### src/rtl/ivm_pkg.sv
`timescale 1ns / 1ps
package ivm_pkg;

	// Item modes
	localparam logic [1:0] MODE_QUERY = 2'd0;
	localparam logic [1:0] MODE_MARK  = 2'd1;
	localparam logic [1:0] MODE_ALLOC = 2'd2;

	// Result status codes
	localparam logic [1:0] STAT_OK    = 2'd0;
	localparam logic [1:0] STAT_FULL  = 2'd1;
	localparam logic [1:0] STAT_RANGE = 2'd2;

	// Stream word widths
	localparam int IN_DATA_W  = 40;
	localparam int OUT_DATA_W = 40;

	typedef enum logic [1:0] {
		ST_IDLE,
		ST_DECIDE,
		ST_UPDATE
	} state_t;

	// Update applied by every cell of the row in the same cycle
	typedef enum logic [2:0] {
		OP_NONE,
		OP_SET,     // slot at search position takes id
		OP_INC,     // slot at search position takes id + 1
		OP_INSERT,  // open two slots at search position: id, id + 1
		OP_MERGE    // close two slots at search position
	} op_t;

	typedef struct packed {
		logic capture;  // latch compare flags
		op_t  op;
	} cell_ctl_t;

endpackage

### src/rtl/ivm_cell.sv
`timescale 1ns / 1ps
module ivm_cell #(
	parameter int ID_BITS = 32,
	parameter int IDX     = 0
) (
	input  logic                 clk,
	input  logic                 arst_n,
	input  ivm_pkg::cell_ctl_t   ctl,
	input  logic                 valid,
	input  logic [ID_BITS-1:0]   cmp_id,
	input  logic [ID_BITS-1:0]   cmp_idp1,
	input  logic [ID_BITS-1:0]   upd_id,
	input  logic [ID_BITS-1:0]   upd_idp1,
	input  logic                 ge_left,
	input  logic                 at_pos_left_s1,
	input  logic [ID_BITS-1:0]   b_left2,
	input  logic [ID_BITS-1:0]   b_right2,
	output logic [ID_BITS-1:0]   b,
	output logic                 ge,
	output logic                 at_pos_s1,
	output logic                 eq_s1,
	output logic                 eqp_s1
);
	import ivm_pkg::*;

	localparam logic [ID_BITS-1:0] RST_VAL = (IDX == 0) ? ID_BITS'(1) :
		(IDX == 1) ? ID_BITS'(2) : '0;

	logic [ID_BITS-1:0] b_q;
	logic               eq_c;
	logic               eqp_c;
	logic               ge_s1;

	// Compare against the searched id
	assign ge    = !(valid && (b_q < cmp_id));
	assign eq_c  = valid && (b_q == cmp_id);
	assign eqp_c = valid && (b_q == cmp_idp1);
	assign b     = b_q;

	// Flags for the update cycle
	always_ff @(posedge clk) begin
		if (ctl.capture) begin
			ge_s1     <= ge;
			at_pos_s1 <= ge && !ge_left;
			eq_s1     <= eq_c;
			eqp_s1    <= eqp_c;
		end
	end

	// Boundary value: shift or overwrite
	always_ff @(posedge clk or negedge arst_n) begin
		if (!arst_n) begin
			b_q <= RST_VAL;
		end else begin
			unique case (ctl.op)
				OP_SET: begin
					if (at_pos_s1) b_q <= upd_id;
				end
				OP_INC: begin
					if (at_pos_s1) b_q <= upd_idp1;
				end
				OP_INSERT: begin
					if (at_pos_s1) b_q <= upd_id;
					else if (at_pos_left_s1) b_q <= upd_idp1;
					else if (ge_s1) b_q <= b_left2;
				end
				OP_MERGE: begin
					if (ge_s1) b_q <= b_right2;
				end
				default: begin
					b_q <= b_q;
				end
			endcase
		end
	end

endmodule
### config.mk
export PLATFORM = sky130hd
export DESIGN_NAME = ivm_cell
export DESIGN_NICKNAME = d
export VERILOG_FILES = /design/src/rtl/ivm_pkg.sv /design/src/rtl/ivm_cell.sv
export SDC_FILE = /design/constraint.sdc
export NUM_CORES = 1
export LEC_CHECK = 0
export BUFFER_PORTS_ARGS = -buffer_cell sky130_fd_sc_hd__buf_2
export CORE_MARGIN = 8
export CORE_UTILIZATION = 30
export CTS_CLUSTER_DIAMETER = 150
export CTS_CLUSTER_SIZE = 28
export DETAILED_ROUTE_END_ITERATION = 10
export PLACE_DENSITY_LB_ADDON = 0.25
export SLEW_MARGIN = 15
export SYNTH_ARGS = -nofsm -noshare
export SYNTH_HDL_FRONTEND = slang
export SYNTH_SLANG_ARGS = --single-unit
### constraint.sdc
create_clock -name clk -period 2 [get_ports clk]
set_input_delay 0.1 -clock clk [delete_from_list [all_inputs] [get_ports clk]]
set_output_delay 0.1 -clock clk [all_outputs]
set_load 0.05 [all_outputs]
## Word level (Yosys, flattened, before mapping)

Cells that the tools add are included.

| cells by class | value |
|---|---|
| magnitude comparators | 1 |
| bitwise gates (word level) | 0 |
| equal/unequal tests | 10 |
| reductions and logical operators | 8 |
| div/mod/pow operators | 0 |
| shift-type cells | 0 |
| add/sub/neg operators | 0 |
| $mul | 0 |
| mux-type cells | 7 |

Operators with widths:

| kind | number |
|---|---|
| 32-bit 2-to-1 mux | 6 |
| 32-bit one-hot mux with 4 select lines | 1 |
| 32-bit equality test | 2 |
| 32-bit less-than comparator | 1 |
| 3-bit by 2-bit equality test with 1-bit output (second input constant) | 2 |
| 2-bit inequality test (second input constant) | 3 |
| 5-bit AND reduction | 1 |
| 1-bit logical AND | 4 |
| 4-bit inequality test (second input constant) | 1 |
| 4-bit nonzero test | 1 |
| 3-bit by 1-bit equality test with 1-bit output (second input constant) | 1 |
| 3-bit equality test (second input constant) | 1 |
| 1-bit logical NOT | 2 |

| word-level totals | value |
|---|---|
| RAM bits | 0 |
| flip-flop bits (word level) | 36 |
| bits in latches | 0 |
| memory bits (read-only) | 0 |
| output and inout port bits | 36 |
| memories kept | 0 |
| word-level logic and storage cells | 31 |
| input bits | 201 |

## Longest topological paths before layout

Gate-level depths: netlist of the first run.

| logic depth | value |
|---|---|
| depth after elaboration | 4 |
| gate-level depth with buffers | 7 |
| mapped depth without buffers | 7 |

## Worst setup path before layout of the first run

OpenSTA, ideal clock, no wires.

| timing | value |
|---|---|
| path kind | register to register |
| from | register b_q[17], in the netlist b[17] |
| to | register ge_s1 (data pin) |
| required time | 1.655 ns |
| stages on the path, launching flop included | 6 |
| period minus slack after synthesis | 2.441 ns |
| path buffers | 0 |
| setup slack | -0.441 ns |
| arrival time | 2.096 ns |
| setup time | 0.345 ns |
| path through | dfrtp_1 ha_1 a21oi_1 o21ai_0 a221o_1 a221o_1 |

| on the way | value |
|---|---|
| cells in the longest elaborated chain, start to end | 3 |

Ends and longest elaborated chain:

| what | line | RTL |
|---|---|---|
| start, declared | ivm_cell.sv:29 | `logic [ID_BITS-1:0] b_q;` |
| start signal, assigned | ivm_cell.sv:57 | `if (at_pos_s1) b_q <= upd_id;` |
| start signal, assigned | ivm_cell.sv:60 | `if (at_pos_s1) b_q <= upd_idp1;` |
| start signal, assigned | ivm_cell.sv:63 | `if (at_pos_s1) b_q <= upd_id;` |
| 32-bit less-than comparator | ivm_cell.sv:35 | `assign ge = !(valid && (b_q < cmp_id));` |
| 1-bit logical AND | ivm_cell.sv:35 |  |
| 1-bit logical NOT | ivm_cell.sv:35 |  |
| net ge | ivm_cell.sv:19 | `output logic ge,` |
| end signal, assigned | ivm_cell.sv:43 | `ge_s1 <= ge;` |
| end, declared | ivm_cell.sv:32 | `logic ge_s1;` |

The timed path passes the listed nets, and every way through them passes these cells.
A chain may end at the register's enable or synchronous reset.

## Worst setup path in the final report of the first run

| timing | value |
|---|---|
| from | register b_q[13], in the netlist b[13] |
| to | output port ge |

| on the way | value |
|---|---|
| cells in the longest elaborated chain, start to end | 3 |

Ends and longest elaborated chain:

| what | line |
|---|---|
| 32-bit less-than comparator | ivm_cell.sv:35 |
| 1-bit logical AND | ivm_cell.sv:35 |
| 1-bit logical NOT | ivm_cell.sv:35 |
| end, declared | ivm_cell.sv:19 |

No other way between the ends.

==> flow_summary.yaml, run 1 <==
drt:
  drt_wl_total_um: 13900
  drtPass1Iterations: 8
  routedWlPerCell_um: 18.1
  m1WireLength_um: 5570
  vias: 3879
  drtAntennaViolNets: 0
  top_layer_used: "met5"
  drc: 0
  routed_via_density: 5.08
  drt_iter0_markers: 261
  routed-wl-met3_um: 1240
  route.met2.wl_um: 6890
timing:
  max_slew_margin: 0.470
  min_period_ns: 2.22
  max_freq_mhz: 451
  fin_ws_ns: -0.219
  setup_viol: 1
  report.final.slew_viol_count: 0
  fin_skew_ns: 0.0110
  period_share: 1.11
  hold_slack_ns: 0.0377
  worst_slew_pin_slew_ns: 0.795
  finalHoldViolations: 0
  rsz0062_at_grt: "yes"
critical_path:
  cp-start-kind: "flip-flop"
  crit_path_end_kind: "output port"
  cp_max_fo: 2
  worstPathRequired_ns: 1.90
  worstSetupPathType: "reg2out"
  critical_path_arrival_ns: 2.12
cts:
  clock_path_buffers: 2
  cts_buffers: 5
  clkSlewWorstSetupHoldPaths_ns: 0.08
  clock_latency_ns: 0.29
  cts_sinks: 36
  htreeDepth: 2
  cts_tree: "yes"
  cts_root_buf: "clkbuf_8"
floorplan:
  io_pins: 237
  start_util: 0.303
  coreArea_mm2: 0.0101
  dieArea_mm2: 0.0137
  die_w_um: 117
  die_h_um: 117
  rows: 37
synthesis:
  ys_ff_latch: 36
  syn_avg_cell_area_um2: 8.55
  synth_fp_nets: 591
  synth_top_area_share: 0.253
  ys_types: 35
  synth_edf_count: 4
  synth_top_cell_by_area: "dfrtp_1"
  synth_area_mm2: 0.00306
  async_flop_share: 0.889
  yosys-top-cells-area: "dfrtp_1 25%, ha_1 13%, a222oi_1 10%"
  synth_ff_type: "dfrtp_1"
  ys_seq_area_frac: 0.301
  synthCells: 358
  yosysWarningCount: 0
min_path:
  hold_class: "in2reg"
finish:
  nFillCells: 1014
  fin_util: 0.504
  diodes: 0
  area_growth_syn_to_layout_pct: 66.1
  drive_gt1_frac: 0.546
  nNetsFinal: 860
  final_cells: 764
run:
  maxCapViolCount: 0
placement:
  gp_congestion: 0.888
  dp_hpwl_um: 11500
  port-buffer-count: 236
  dp_cells: 745
grt:
  grt_pass1_vias: 4052
  grt_usage: 0.193
  grt_max_degree: 35
  antenna_found_initial: 2
  grt_overflow: 0
  grt_pass1_wl_um: 20400
power_and_ir_drop:
  power.total_mw: 4.07
  p_leak_nw: 2.48
  ir_drop_v: 0.000460
  power.density_mw_per_mm2: 801
run_status:
  status: "complete, but fails checks"
  violations: "setup timing"
synthesized netlist by cell type (2+ instances only):
| cell | n |
|---|---|
| nand2_1 | 42 |
| nor2_1 | 36 |
| inv_1 | 35 |
| a31oi_1 | 33 |
| a222oi_1 | 32 |
| ha_1 | 32 |
| dfrtp_1 | 31 |
| xnor2_1 | 28 |
| a21oi_1 | 13 |
| buf_2 | 12 |
| nand4_1 | 12 |
| o21ai_0 | 6 |
| buf_4 | 4 |
| edfxtp_1 | 4 |
| nor4_1 | 4 |
| xor2_1 | 4 |
| a21o_1 | 3 |
| clkbuf_1 | 3 |
| nand3_1 | 3 |
| a221o_1 | 2 |
| and3_1 | 2 |
| and4_1 | 2 |
| nand2b_1 | 2 |
| nor3_1 | 2 |
repair_timing:
item / 4_1_cts / 5_1_grt
buffers inserted: 3 / 7
pin swaps: 10 / 6
resized for setup: 12 / 11
gates cloned: 0 / 0
hold endpoints to repair: 31 / 0
hold buffers: 1 / 0
setup endpoints to repair: 4 / 3
layout by cell type, fill, tap and decap left out, types with 4 or more instances in the layout:
cell type / instances
a21oi_1: 10
a222oi_1: 32
a31oi_1: 32
buf_2: 235
buf_4: 42
clkbuf_8: 5
dfrtp_1: 8
dfrtp_2: 23
edfxtp_1: 4
ha_1: 16
ha_4: 16
inv_1: 35
nand2_1: 42
nand4_1: 12
nor2_1: 36
xnor2_1: 26
xor2_1: 4
metrics by stage:
stage               area (um2)  setup slack (ns)  TNS, ns
finish                    5080            -0.219   -0.219
global route              5080            -0.347   -0.404
CTS                       4940            -0.224   -0.224
detailed placement        4760            -0.186   -0.275
global placement          4760            -0.235   -0.280
floorplan                 3220            -0.148   -0.148
worst max-delay path: stages, from the launching register on:
cell,delay (ns)
dfrtp_2,0.43
ha_4,0.22
a21oi_1,0.16
nor2b_1,0.06
o21ai_0,0.22
nand4_1,0.18
a221o_2,0.40
buf_8,0.16
cells by family after synthesis:
group,after synthesis,synth area share
AO/OA/AOI/OAI,95,0.233
AND/OR/NAND/NOR,108,0.166
adder cells (fa/ha/maj),32,0.131
flip-flops,36,0.301
buffers and inverters,55,0.0773
XOR/XNOR,32,0.0916
metal layers:
layer | GRT usage | up-vias
met4 | 0.0358 | 4
li1 | - | 1883
met2 | 0.339 | 199
met5 | 0 | -
met1 | 0.237 | 1779
met3 | 0.0452 | 14
area by class of cell:
class                      count  area, um2  share of cell area
inverter                      36        135              0.0266
tap                          136        170              0.0335
clock inverter                 2       11.3             0.00222
timing repair buffer         281       1550               0.304
sequential                    36        951               0.187
clock buffer                   6       72.6              0.0143
multi-input combinational    267       2200               0.432
worst paths after layout:
| path | start | end | slack [ns] | depth (start not counted) |
|---|---|---|---|---|
| max in group asynchronous | arst_n | b[19] | 1.02 | 2 |
| min in group asynchronous | arst_n | b[16] | 0.43 | 2 |
| hold reg to reg | b[0] | b[0] | 0.54 | 2 |
| setup / recovery | b[13] | ge | -0.22 | 7 |
| hold / removal | upd_id[0] | b[0] | 0.04 | 3 |
| setup reg to reg | b[13] | ge_s1 | 0.07 | 6 |
flip-flops by register name (all words and copies together), names as in the netlist:
name       count
b             32
at_pos_s1      1
eq_s1          1
eqp_s1         1
ge_s1          1
power by group:
part / switching (mW) / leakage, nW / total [mW] / internal (mW)
clock network: 0.277 / 0.0455 / 0.522 / 0.245
registers: 0.160 / 0.376 / 1.09 / 0.928
logic: 1.47 / 2.06 / 2.46 / 0.997
(Power assumes the default switching activity.)
==> run 2, diff against run 1 <==
--- a/config.mk
+++ b/config.mk
@@ -12,6 +12,7 @@
 export CTS_CLUSTER_SIZE = 28
 export DETAILED_ROUTE_END_ITERATION = 10
 export PLACE_DENSITY_LB_ADDON = 0.25
+export RECOVER_POWER = 100
 export SLEW_MARGIN = 15
 export SYNTH_ARGS = -nofsm -noshare
 export SYNTH_HDL_FRONTEND = slang
==> run 2 against run 1 <==
  * The run still ends with setup timing left
  * First-iteration DRC count shrank 5.0%
  * Count of clock-buffer cells in the layout is the same
  * Routed wire length shrank 0.26%
  * Critical endpoint unchanged
==> flow_summary.yaml, run 2 (synthesis gave the netlist of run 1 again) <==
floorplan:
  die_h_um: 117
  die_w_um: 117
  coreArea_mm2: 0.0101
  dieArea_mm2: 0.0137
  start_util: 0.303
  rows: 37
  io_pins: 237
timing:
  fin_skew_ns: 0.0107
  report.final.slew_viol_count: 0
  rsz0062_at_grt: "yes"
  fin_ws_ns: -0.226
  period_share: 1.11
  setup_viol: 1
  max_slew_margin: 0.413
  worst_slew_pin_slew_ns: 0.881
  min_period_ns: 2.23
  finalHoldViolations: 0
  max_freq_mhz: 449
drt:
  drtAntennaViolNets: 0
  routedWlPerCell_um: 18.1
  drc: 0
  drt_iter0_markers: 248
  drtPass1Iterations: 6
  routed_via_density: 5.05
  vias: 3860
  drt_wl_total_um: 13800
placement:
  port-buffer-count: 236
  dp_hpwl_um: 11500
  placed_area_mm2: 0.00476
  gp_congestion: 0.888
cts:
  clkSlewWorstSetupHoldPaths_ns: 0.08
  clock_path_buffers: 2
  cts_tree: "yes"
  cts_sinks: 36
  clock_latency_ns: 0.29
  cts_root_buf: "clkbuf_8"
  cts_buffers: 5
  htreeDepth: 2
finish:
  nFillCells: 1039
  multi_input_area_mm2: 0.00220
  fin_util: 0.499
  diodes: 0
  nNetsFinal: 860
  area_growth_syn_to_layout_pct: 64.5
  largest_reg_flops: 32
  most-common-layout-cells: "198 x buf_2, 42 x nand2_1, 40 x buf_4, 37 x clkbuf_1, 36 x nor2_1"
  regArea_um2: 951
  final_common_cell: "buf_2"
  drive_gt1_frac: 0.489
  final_cell_area_mm2: 0.00503
run_status:
  status: "complete, but fails checks"
  violations: "setup timing"
power_and_ir_drop:
  ir_drop_v: 0.000449
  p_leak_nw: 2.39
  power.density_mw_per_mm2: 800
critical_path:
  cp.depth: 7
  crit_end: "ge"
  critical_path_arrival_ns: 2.13
  r2r_start: "b[13]"
  cp-start-kind: "flip-flop"
  path_buf_inv: 1
  r2r_cells: 6
  cp_cell_sequence: "ha_4 -> a21oi_1 -> nor2b_1 -> o21ai_0 -> nand4_1 -> a221o_2 -> buf_8"
  crit_start: "b[13]"
  slowest_stage: "dfrtp_2"
  crit_path_end_kind: "output port"
  crit_family: "compound AO/OA/AOI/OAI gates"
  cp_max_fo: 2
  worstSetupPathType: "reg2out"
  r2r_slack_ns: 0.06
  worstPathRequired_ns: 1.90
  cpPeakStageDelay_ns: 0.43
  worstReg2RegEnd: "ge_s1"
grt:
  grt_max_degree: 35
  busiest_layer: "met2"
  grtUsageMet2: 0.339
  grt_pass1_vias: 4052
  grt_usage: 0.193
  grtUsageMet3: 0.0452
  grt_overflow: 0
  antenna_found_initial: 1
  met1_usage: 0.237
  grt_pass1_wl_um: 20400
min_path:
  min_from: "upd_id[0]"
  hold_class: "in2reg"
  holdPathStages: 3
run:
  maxCapViolCount: 0
run 2: cell types whose count changed in the layout (fill, tap and decap cells not counted), sizes merged:
cell / delta
buf: -39
clkbuf: +39
run 2: stage by stage:
stage | std cells | power [mW] | hold slack, ns | setup WS, ns | TNS (ns)
final | 764 | 4.03 | 0.0376 | -0.226 | -0.226
after detailed placement | 745 | 3.39 | 0.236 | -0.186 | -0.275
after global placement | 745 | 3.35 | 0.228 | -0.235 | -0.280
after global routing | 764 | 4.31 | 0.0308 | -0.347 | -0.404
after floorplan | 358 | 2.48 | -0.196 | -0.148 | -0.148
after CTS | 757 | 4.00 | 0.0280 | -0.224 | -0.224
run 2: worst min path at each step:
stage | to | slack, ns
3_5_place_dp | b[17] | 0.24
3_3_place_gp | b[17] | 0.23
6_report | b[0] | 0.04
4_1_cts | b[0] | 0.03
5_1_grt | b[0] | 0.03
2_1_floorplan | b[10] | -0.20
run 2: routing by layer:
layer	part of all wire	wire length [um]
met3	0.095	1320
met5	0.00065	9
met1	0.40	5500
met4	0.0086	119
met2	0.50	6890
run 2: where the power goes:
| group | leakage, nW | switching (mW) | internal [mW] |
|---|---|---|---|
| registers | 0.376 | 0.161 | 0.928 |
| clock network | 0.0455 | 0.276 | 0.245 |
| logic | 1.97 | 1.47 | 0.948 |
| total | 2.39 | 1.91 | 2.12 |
run 2: timing repair:
item	4_1_cts	5_1_grt
setup buffers	3	7
setup endpoints to repair	4	3
hold buffers	1	0
hold endpoints to repair	31	0
pin swaps	10	6
resized for setup	12	11
run 2: final cells by class:
class                   instances  area share
repair buffers                281       0.298
inverters                      36      0.0268
well taps                     136      0.0338
flip-flops and latches         36       0.189
clock inverters                 2     0.00224
clock buffers                   6      0.0144
multi-input cells             267       0.436
run 2: worst reg2reg max path, delay by kind of cell, from the launching register on:
family	cells	cell delay [ns]
flip-flops	1	0.43
adder cells (fa/ha/maj)	1	0.22
AND/OR/NAND/NOR	2	0.25
AO/OA/AOI/OAI	3	0.78
